<file path="config.mk">
export PLATFORM = sky130hd
export DESIGN_NAME = fgr_csr
export DESIGN_NICKNAME = d
export VERILOG_FILES = /design/src/rtl/fgr_pkg.sv /design/src/rtl/fgr_csr.sv
export SDC_FILE = /design/constraint.sdc
export NUM_CORES = 1
export LEC_CHECK = 0
export BUFFER_PORTS_ARGS = -buffer_cell sky130_fd_sc_hd__buf_2
export CAP_MARGIN = 20
export CORE_MARGIN = 3
export CORE_UTILIZATION = 45
export DETAILED_ROUTE_END_ITERATION = 6
export HOLD_SLACK_MARGIN = 0.08
export PLACE_DENSITY = 0.78
export SYNTH_ARGS = -nofsm -noshare
export SYNTH_HDL_FRONTEND = slang
export SYNTH_SLANG_ARGS = --single-unit
</file>
<file path="constraint.sdc">
create_clock -name clock -period 1.25 [get_ports clock]
set_input_delay 0.25 -clock clock [delete_from_list [all_inputs] [get_ports clock]]
set_output_delay 0.25 -clock clock [all_outputs]
set_load 0.02 [all_outputs]
</file>
<file path="src/rtl/fgr_pkg.sv">
// Shared types and constants of the font glyph rasterizer.
// Holds the item structs, the configuration struct, the codes and the sequencer states.
// No dependencies.
package fgr_pkg;

   localparam int FONT_BYTES  = 4096;
   localparam int FONT_AW     = 12;
   localparam int MASK_BITS   = 32;
   localparam int WIDTH_CAP   = 32;
   localparam int HEIGHT_CAP  = 32;
   localparam int SCREEN_SIZE = 96;
   localparam int CSR_AW      = 5;
   localparam int CSR_DW      = 32;

   localparam logic [1:0] OP_LOAD   = 2'd0;
   localparam logic [1:0] OP_CURSOR = 2'd1;
   localparam logic [1:0] OP_DRAW   = 2'd2;

   localparam logic [1:0] STATUS_OK      = 2'd0;
   localparam logic [1:0] STATUS_NO_CODE = 2'd1;
   localparam logic [1:0] STATUS_CURSOR  = 2'd2;
   localparam logic [1:0] STATUS_CLIPPED = 2'd3;

   localparam logic [1:0] ORIENT_HORIZ = 2'd0;
   localparam logic [1:0] ORIENT_STACK = 2'd2;

   localparam logic [2:0] REG_TEXT_COLOR   = 3'd0;
   localparam logic [2:0] REG_ORIENTATION  = 3'd1;
   localparam logic [2:0] REG_FIRST_CODE   = 3'd2;
   localparam logic [2:0] REG_LAST_CODE    = 3'd3;
   localparam logic [2:0] REG_GLYPH_HEIGHT = 3'd4;

   localparam logic [15:0] ENTRY_BASE = 16'd8;

   typedef struct packed {
      logic [1:0]  operation;
      logic [11:0] font_addr;
      logic [7:0]  font_byte;
      logic [7:0]  char_code;
      logic [15:0] set_x;
      logic [15:0] set_y;
   } req_type;

   typedef struct packed {
      logic [15:0] origin_col;
      logic [15:0] origin_row;
      logic        step_down_rows;
      logic [31:0] pixel_mask;
      logic [15:0] pixel_color;
      logic [1:0]  status;
      logic        last;
   } rsp_type;

   typedef struct packed {
      logic [15:0] text_color;
      logic [1:0]  orientation;
      logic [7:0]  first_code;
      logic [7:0]  last_code;
      logic [5:0]  glyph_height;
   } cfg_type;

   typedef enum logic [1:0] {
      ST_IDLE,
      ST_ENTRY,
      ST_ROW,
      ST_EMIT
   } state_type;

endpackage

</file>
<file path="src/rtl/fgr_csr.sv">
// Configuration register file of the font glyph rasterizer with its APB-style port.
// Depends on fgr_pkg for the configuration struct and the register indexes.
module fgr_csr (
   input  logic                        clock,
   input  logic                        reset,
   input  logic                        psel,
   input  logic                        penable,
   input  logic                        pwrite,
   input  logic [fgr_pkg::CSR_AW-1:0]  paddr,
   input  logic [fgr_pkg::CSR_DW-1:0]  pwdata,
   output logic [fgr_pkg::CSR_DW-1:0]  prdata,
   output logic                        pready,
   output fgr_pkg::cfg_type            cfg
);

   fgr_pkg::cfg_type cfg_ff;
   fgr_pkg::cfg_type cfg_in;
   logic [2:0]       reg_index;
   logic             wr_en;

   assign reg_index = paddr[4:2];
   assign wr_en     = psel & penable & pwrite;
   assign pready    = 1'b1;
   assign cfg       = cfg_ff;

   always_comb begin
      cfg_in = cfg_ff;
      if (wr_en) begin
         unique case (reg_index)
            fgr_pkg::REG_TEXT_COLOR:   cfg_in.text_color   = pwdata[15:0];
            fgr_pkg::REG_ORIENTATION:  cfg_in.orientation  = pwdata[1:0];
            fgr_pkg::REG_FIRST_CODE:   cfg_in.first_code   = pwdata[7:0];
            fgr_pkg::REG_LAST_CODE:    cfg_in.last_code    = pwdata[7:0];
            fgr_pkg::REG_GLYPH_HEIGHT: cfg_in.glyph_height = pwdata[5:0];
            default:                   cfg_in = cfg_ff;
         endcase
      end
   end

   always_comb begin
      unique case (reg_index)
         fgr_pkg::REG_TEXT_COLOR:   prdata = {16'd0, cfg_ff.text_color};
         fgr_pkg::REG_ORIENTATION:  prdata = {30'd0, cfg_ff.orientation};
         fgr_pkg::REG_FIRST_CODE:   prdata = {24'd0, cfg_ff.first_code};
         fgr_pkg::REG_LAST_CODE:    prdata = {24'd0, cfg_ff.last_code};
         fgr_pkg::REG_GLYPH_HEIGHT: prdata = {26'd0, cfg_ff.glyph_height};
         default:                   prdata = '0;
      endcase
   end

   always_ff @(posedge clock) begin
      if (reset) begin
         cfg_ff.text_color   <= 16'd0;
         cfg_ff.orientation  <= 2'd0;
         cfg_ff.first_code   <= 8'd32;
         cfg_ff.last_code    <= 8'd126;
         cfg_ff.glyph_height <= 6'd8;
      end else begin
         cfg_ff <= cfg_in;
      end
   end

endmodule

</file>
==> flow_summary.toml, run 1 <==
[sta]
post-route-period-util_pct = 116
clock_skew_ns = 0
fin_hold_ws_ns = 0.199
clock.fmax_mhz = 687
final.setup.worst_slack_ns = -0.205
period_needed_ns = 1.45
finalSetupViolCount = 16
maxSlewViolCount = 0
rsz0062_at_grt = "yes"
finalHoldViolCount = 0

[logic_synthesis]
synthMuxAreaShare_pct = 11.0
synth_top_family_by_area = "simple AND/OR/NAND/NOR gates"
synth-adder-area-share_pct = 0
syn-instance-count = 250
synth_top_area_cell = "dfxtp_1"
synth_top_cells_by_area = "dfxtp_1, mux2i_1, buf_4, a21oi_1, nand3_1"
ys_warn_count = 0
ys_seq_elements = 40
yosysSeqAreaShare_pct = 37.8
synthSimpleGateAreaFrac_pct = 23.2
yosys.cell_types.count = 33
syn_area_per_cell_um2 = 8.48
synth.cell_area_mm2 = 0.00212
synth_compound_area_share_pct = 16.4
synth-xor-area-share_pct = 0
synth_top_area_share_pct = 37.8

[floorplan]
dieArea_mm2 = 0.00557
die_h_um = 74.7
die_w_um = 74.7
core-area_mm2 = 0.00444
ios = 115
initial_core_util_pct = 47.7
rows = 24

[finish]
area_delta_synth_final_pct = 38.8
largest_reg_flops = 40
antenna_cells = 0
final_nets = 393
stdcell_area_mm2 = 0.00294
drive_above_1_share_pct = 44.2
instances_no_fill = 403
utilization_pct = 66.2

[placed_design]
dp_cells = 385
portBuffers = 79
dp_hpwl_um = 4140
place_area_mm2 = 0.00262
place.gp.congestion = 0.883

[setup_path]
cp-startpoint = "cfg[21]$_SDFFE_PP0P_"
critPathRequiredTime_ns = 1.00
worstPathArrival_ns = 1.20
end_kind = "output pin"
critPathLaunchType = "register"
rr_startpoint = "cfg[13]$_SDFFE_PP0P_"
crit_path_max_fanout = 3
crit_type = "reg2out"

[run_status]
status = "finished with violations"
failed_checks = "setup timing"

[pwr]
p_leak_nw = 1.36
p_per_area_mw_per_mm2 = 901
ir_drop_uv = 586

[global_route]
grt_pass1_vias = 2056
overflow = 0
grt_max_degree = 52
antenna_found_initial = 0
track_usage_pct = 23.5
grt_pass1_wl_um = 10000

[clocking]
cts.sinks = 40
clkLatencyLatePin_ns = 0.29
cts_buffers = 5
cts_tree = "done"
cts-root-buf = "clkbuf_8"
clk_pin_slew_ns = 0.08
cts.htree.levels = 2
cts_max_path_buffers = 2

[route]
routed_wl_um = 6260
vias = 2191
avgViaCountPerCell = 5.44
firstDrtPassIters = 4
routedWlPerCell_um = 15.5
ant_nets = 0
drt_iter0_drc = 133
drc = 0

[hold_path]
hold_class = "in2reg"
hold_path.startpoint = "pwdata[10]"

[flow_run]
cap_violations = 0
placed cells by master (no fill, tap or decap), drive strengths merged, types with 2 or more instances in the layout:
cell type  count
dfxtp         40
o21ai         28
nand4b         5
nand2          5
clkbuf         7
conb          17
nor2          21
nand2b        11
nand3         27
o22ai          2
mux2           2
o211ai         4
and2           8
a21oi         27
mux2i         21
a22oi          2
buf          115
worst max-delay path: stages (launching register included):
cell     delay (ns)
dfxtp_2        0.32
mux2_2         0.26
a22oi_2        0.11
nor2_1         0.06
buf_4          0.15
area by class of cell:
| cell class | instances | area, µm² |
|---|---|---|
| Multi-Input combinational cell | 189 | 1170 |
| Sequential cell | 40 | 820 |
| Tap cell | 52 | 65.1 |
| Clock buffer | 7 | 96.3 |
| Timing Repair Buffer | 115 | 790 |
| Fill cell | 368 | 1500 |
through the flow:
| step | total power, mW | setup slack (ns) | TNS (ns) |
|---|---|---|---|
| floorplan | 1.59 | -0.0189 | -0.0672 |
| global placement | 1.69 | -0.214 | -5.40 |
| detailed placement | 1.70 | -0.225 | -6.71 |
| CTS | 2.64 | -0.232 | -2.54 |
| global route | 2.76 | -0.269 | -2.96 |
| finish | 2.65 | -0.205 | -2.34 |
Yosys cell counts:
cell type / n
a21o_1: 1
and2_1: 8
nand2b_1: 11
nand4_1: 1
buf_8: 1
nor3b_2: 1
nand2_1: 5
nor2_2: 1
o21a_1: 1
nand3b_4: 1
o21ai_0: 25
buf_4: 19
o22ai_1: 2
o21ai_1: 3
buf_2: 6
mux2i_1: 21
and4_1: 1
nand3_1: 27
buf_6: 2
nor2_1: 19
clkbuf_1: 8
and2b_1: 1
nand4b_4: 1
dfxtp_1: 40
nor2_4: 1
mux2_2: 2
and4b_1: 1
o211ai_1: 4
a21oi_1: 27
conb_1: 2
a22oi_1: 2
nand4b_1: 4
or2_1: 1
report_power, final:
part | internal, mW | total (mW) | switching (mW)
Combinational | 0.174 | 0.428 | 0.255
Sequential | 1.28 | 1.29 | 0.00667
Clock | 0.492 | 0.934 | 0.442
what timing repair did:
item	CTS	global route
pin swaps	14	13
hold buffers	0	0
buffers inserted	10	1
resized for setup	45	12
endpoints found under the setup margin	16	16
worst paths after layout:
path,endpoint,cells after the start,slack [ns]
worst max-delay path,prdata[7],4,-0.20
worst min-delay path,cfg[34]$_SDFFE_PP0P_,3,0.20
worst max register to register,cfg[13]$_SDFFE_PP0P_,3,0.51
worst min register to register,cfg[21]$_SDFFE_PP0P_,2,0.48
routing by layer:
| layer | global-route usage (%) | routed length [µm] | part of all wire (%) | vias up |
|---|---|---|---|---|
| li1 | - | - | - | 1046 |
| met1 | 29.3 | 2590 | 41 | 1044 |
| met2 | 39.6 | 3150 | 50 | 91 |
| met3 | 5.74 | 404 | 6.5 | 10 |
| met4 | 8.30 | 121 | 1.9 | 0 |
| met5 | 0 | 0 | 0 | - |
cell families after synthesis:
kind of cell,count (synthesis)
compound gates,65
buf+inv,36
flops,40
mux,23
other cells,2
simple gates,84
Note: power is estimated with default switching activity, not from simulation.
==> run 2, diff against run 1 <==
CORE_MARGIN = 4   (was 3)
==> run 2 against run 1 <==
  * The run still ends with setup timing left
  * Sequential cell count unchanged
  * Register-to-register slack got worse by 0.02 ns
  * Clock skew is the same
  * Combinational power grew 6.3%
  * Global-route usage is 0.97 points lower
  * Maximum frequency decreased by 2.0%
  * Sequential power about the same
  * Count of clock-buffer cells in the layout is 1 higher
  * Critical endpoint unchanged
  * Largest power group unchanged
==> flow_summary.toml, run 2 (synthesized netlist as in run 1, its figures left out) <==
[pwr]
power.total_mw = 2.64
ir_drop_uv = 494
p_leak_nw = 1.39
p_per_area_mw_per_mm2 = 877

[clocking]
cts_max_path_buffers = 2
cts_buffers = 5
cts.htree.levels = 2
clkLatencyLatePin_ns = 0.29
cts.sinks = 40
hold_buffers = 0
clk_pin_slew_ns = 0.07
cts_tree = "done"
cts-root-buf = "clkbuf_8"

[setup_path]
r2r_end = "cfg[6]$_SDFFE_PP0P_"
rr_startpoint = "cfg[6]$_SDFFE_PP0P_"
worstPathBufferInverterCount = 1
path_cells = "mux2_2, a22oi_2, nor2_2, buf_4"
cp_slowest_stage_delay_ns = 0.33
worstPathArrival_ns = 1.23
reg2reg_depth = 3
rrSetupSlack_ns = 0.49
crit_cells = 4
end_kind = "output pin"
crit_type = "reg2out"
crit_path_max_fanout = 3
critPathLaunchType = "register"
critPathRequiredTime_ns = 1.00
cp_top_family = "flip-flops"
cp_slowest_cell = "dfxtp_1"

[run_status]
status = "finished with violations"
failed_checks = "setup timing"

[finish]
antenna_cells = 0
final_nets = 397
stdcell_area_mm2 = 0.00301
final_common_cell = "buf_2"
final_cell_mix = "buf_2, buf_4, dfxtp_1"
drive_above_1_share_pct = 43.0
largest_reg_flops = 40
multi_input_area_mm2 = 0.00119
area_delta_synth_final_pct = 41.8
fill_cells = 383
regArea_um2 = 812

[route]
drc = 0
routedWlPerCell_um = 16.3
drt_iter0_drc = 155
avgViaCountPerCell = 5.42
vias = 2210
firstDrtPassIters = 4
ant_nets = 0
routed_wl_um = 6650

[sta]
rsz0062_at_grt = "yes"
tightest_slew_ns = 0.511
finalSetupViolCount = 16
fin_hold_ws_ns = 0.200
period_needed_ns = 1.48
finalHoldViolCount = 0
tns_ns = -3.06
clock.fmax_mhz = 674
maxSlewViolCount = 0
post-route-period-util_pct = 119
final.setup.worst_slack_ns = -0.234
slew_headroom_pct = 65.9
clock_skew_ns = 0

[placed_design]
portBuffers = 79
place_area_mm2 = 0.00268
dp_worst_setup_slack_ns = -0.236
place.gp.congestion = 0.823
dp_hpwl_um = 4500

[floorplan]
die_h_um = 76.7
core-area_mm2 = 0.00444
initial_core_util_pct = 47.7
rows = 24
die_w_um = 76.7
dieArea_mm2 = 0.00588
ios = 115

[global_route]
grt_pass1_wl_um = 10700
track_usage_pct = 22.5
grt_pass1_vias = 2226
antenna_found_initial = 0
grt_max_degree = 31
overflow = 0

[hold_path]
hold_class = "in2reg"
hold_path.startpoint = "pwdata[15]"
holdPathStages = 3
hold_end = "cfg[39]$_SDFFE_PP0P_"

[flow_run]
cap_violations = 0
## run 2: layer usage
layer | up-vias | part of all wire (%) | GRT usage [%]
met2 | 92 | 50 | 39.5
li1 | 1052 | - | -
met4 | 0 | 2.2 | 10.7
met3 | 13 | 6.8 | 4.57
met5 | - | 0 | 0
met1 | 1053 | 41 | 26.2
## run 2: area by class of cell
cell class              instances  area share (%)
clock buffers                   8            3.00
multi-input cells             189            39.5
flip-flops and latches         40            27.0
well taps                      52            2.16
repair buffers                119            28.4
## run 2: how the worst max path moves through the flow
stage / startpoint / endpoint / slack, ns
after floorplan: paddr[3] / prdata[5] / -0.02
after global placement: paddr[2] / prdata[14] / -0.22
after detailed placement: paddr[3] / prdata[1] / -0.24
after CTS: cfg[13]$_SDFFE_PP0P_ / prdata[7] / -0.24
after global routing: paddr[2] / prdata[5] / -0.27
final: cfg[21]$_SDFFE_PP0P_ / prdata[7] / -0.23
## run 2: stage by stage
stage	util, %	std cells
floorplan	-	265
global placement	60.2	389
detailed placement	60.2	389
CTS	67.2	408
global route	67.7	408
finish	67.7	408
## run 2: report_power, final
group          internal (mW)  leakage, nW  total (mW)  switching (mW)
Combinational          0.190         1.02       0.455           0.265
Sequential              1.28        0.325        1.29         0.00698
Clock                  0.450       0.0455       0.892           0.441
Total                   1.92         1.39        2.64           0.713
## run 2: repair_timing
action                                 4_1_cts  5_1_grt
endpoints found under the hold margin        0        0
resized for setup                           49        7
buffers inserted                            12        0
setup endpoints to repair                   16       16
pin swaps                                   20       14
## run 2: tightest hold or removal path: stages
cell and delay, ns:
buf_2 0.09, nand3_1 0.05, a21oi_1 0.05
==> run 3, diff against run 2 <==
CORE_MARGIN = 2   (was 4)
==> run 3 against run 2 <==
  * The flow still finishes with violations (setup timing)
  * Via count decreased by 2.5%
  * Clock skew unchanged
  * Routed wire length decreased by 11%
  * Largest power group unchanged
  * Hold slack improved by 0.0015 ns
  * Sequential cell count unchanged
  * Final cell count decreased by 1.7%
  * Register-to-register slack improved by 0.02 ns
  * Largest cell class unchanged
==> flow_summary.toml, run 3 (synthesized netlist as in run 1, its figures left out) <==
[run_status]
status = "finished with violations"
failed_checks = "setup timing"

[pwr]
ir_drop_uv = 587
internal_power_mw = 1.84
power_frac_seq_pct = 50.9
p_per_area_mw_per_mm2 = 857
p_clk_share_pct = 31.9
switchingPower_mw = 0.694
power.total_mw = 2.54
swShare_pct = 27.4
combPwrFrac_pct = 17.2
p_leak_nw = 1.36

[clocking]
clk_pin_slew_ns = 0.07
cts.sinks = 40
clkLatencyLatePin_ns = 0.29
hold_buffers = 0
cts-root-buf = "clkbuf_8"
cts_tree = "done"
cts.htree.levels = 2
cts_buffers = 5
cts_max_path_buffers = 2

[finish]
antenna_cells = 0
drive_above_1_share_pct = 43.6
area_delta_synth_final_pct = 39.6
final_nets = 391
largest_reg_flops = 40
utilization_pct = 66.6
fill_cells = 374
final_common_cell = "buf_2"
stdcell_area_mm2 = 0.00296
final_cell_mix = "buf_2, buf_4, dfxtp_1"

[placed_design]
dp_worst_setup_slack_ns = -0.238
place.gp.congestion = 0.774
portBuffers = 79
place_area_mm2 = 0.00267
dp_hpwl_um = 4150

[route]
drt_iter0_drc = 153
ant_nets = 0
drc = 0
routedWlPerCell_um = 14.8
routed_wl_um = 5920
avgViaCountPerCell = 5.37
firstDrtPassIters = 4
vias = 2155

[global_route]
grt_pass1_wl_um = 9110
track_usage_pct = 22.3
grt_max_degree = 52
overflow = 0
antenna_found_initial = 0
grt_pass1_vias = 1967

[sta]
maxSlewViolCount = 0
clock_skew_ns = 0
finalHoldViolCount = 0
final.setup.worst_slack_ns = -0.232
post-route-period-util_pct = 119
rsz0062_at_grt = "yes"
period_needed_ns = 1.48
clock.fmax_mhz = 675
finalSetupViolCount = 16

[floorplan]
die_h_um = 72.7
core-area_mm2 = 0.00444
rows = 24
ios = 115
initial_core_util_pct = 47.7
die_w_um = 72.7
dieArea_mm2 = 0.00528

[hold_path]
hold_class = "in2reg"

[setup_path]
end_kind = "output pin"
worstPathArrival_ns = 1.23
crit_path_max_fanout = 3
critPathRequiredTime_ns = 1.00
crit_type = "reg2out"
critPathLaunchType = "register"

[flow_run]
cap_violations = 0
-- run 3: cell types whose count changed in the layout (fill, tap and decap cells not counted), sizes merged --
cell | before | now
buf | 119 | 113
clkinv | 0 | 1
clkbuf | 8 | 6
-- run 3: what timing repair did --
item	CTS	global route
setup endpoints to repair	16	16
resized for setup	33	25
setup buffers	6	2
pin swaps	11	17
-- run 3: final cells by class --
| type | count | area (µm²) | area share (%) |
|---|---|---|---|
| multi-input combinational | 189 | 1200 | 40.6 |
| sequential | 40 | 813 | 27.5 |
| timing repair buffer | 113 | 803 | 27.1 |
| clock buffer | 6 | 72.6 | 2.45 |
| tap | 52 | 65.1 | 2.20 |
| clock inverter | 1 | 5.00 | 0.169 |
-- run 3: per-stage QoR --
| step | cells | hold WS (ns) | setup TNS (ns) |
|---|---|---|---|
| after detailed placement | 386 | 0.480 | -6.39 |
| after global routing | 401 | 0.189 | -3.03 |
| final | 401 | 0.201 | -2.48 |
| after CTS | 399 | 0.195 | -2.88 |
| after floorplan | 265 | 0.398 | -0.0672 |
| after global placement | 386 | 0.472 | -4.99 |
-- run 3: final timing paths --
kind / cells past startpoint / slack [ns] / start / endpoint
max: 4 / -0.23 / cfg[21]$_SDFFE_PP0P_ / prdata[7]
min: 3 / 0.20 / pwdata[8] / cfg[32]$_SDFFE_PP0P_
max reg2reg: 3 / 0.51 / cfg[12]$_SDFFE_PP1P_ / cfg[12]$_SDFFE_PP1P_
min reg2reg: 2 / 0.49 / cfg[21]$_SDFFE_PP0P_ / cfg[21]$_SDFFE_PP0P_
-- run 3: layer usage --
| metal | part of all wire, % | up-vias | wire length (µm) | global-route usage, % |
|---|---|---|---|---|
| met1 | 43 | 1023 | 2520 | 28.7 |
| met3 | 6.9 | 11 | 407 | 6.22 |
| met2 | 49 | 82 | 2890 | 35.8 |
| li1 | - | 1039 | - | - |
| met5 | 0 | - | 0 | 0 |
| met4 | 1.8 | 0 | 104 | 8.02 |
-- run 3: power groups by stage --
stage	Sequential (mW)	Combinational [mW]	Clock (mW)
6_report	1.29	0.437	0.809
5_1_grt	1.29	0.468	0.892
4_1_cts	1.29	0.409	0.828
3_5_place_dp	1.32	0.387	0
3_3_place_gp	1.32	0.382	0
2_1_floorplan	1.33	0.264	0
-- run 3: worst max-delay path, stage by stage (launching register included) --
cell and delay, ns:
dfxtp_2 0.33, mux2_4 0.27, a22oi_2 0.12, nor2_1 0.07, buf_4 0.15
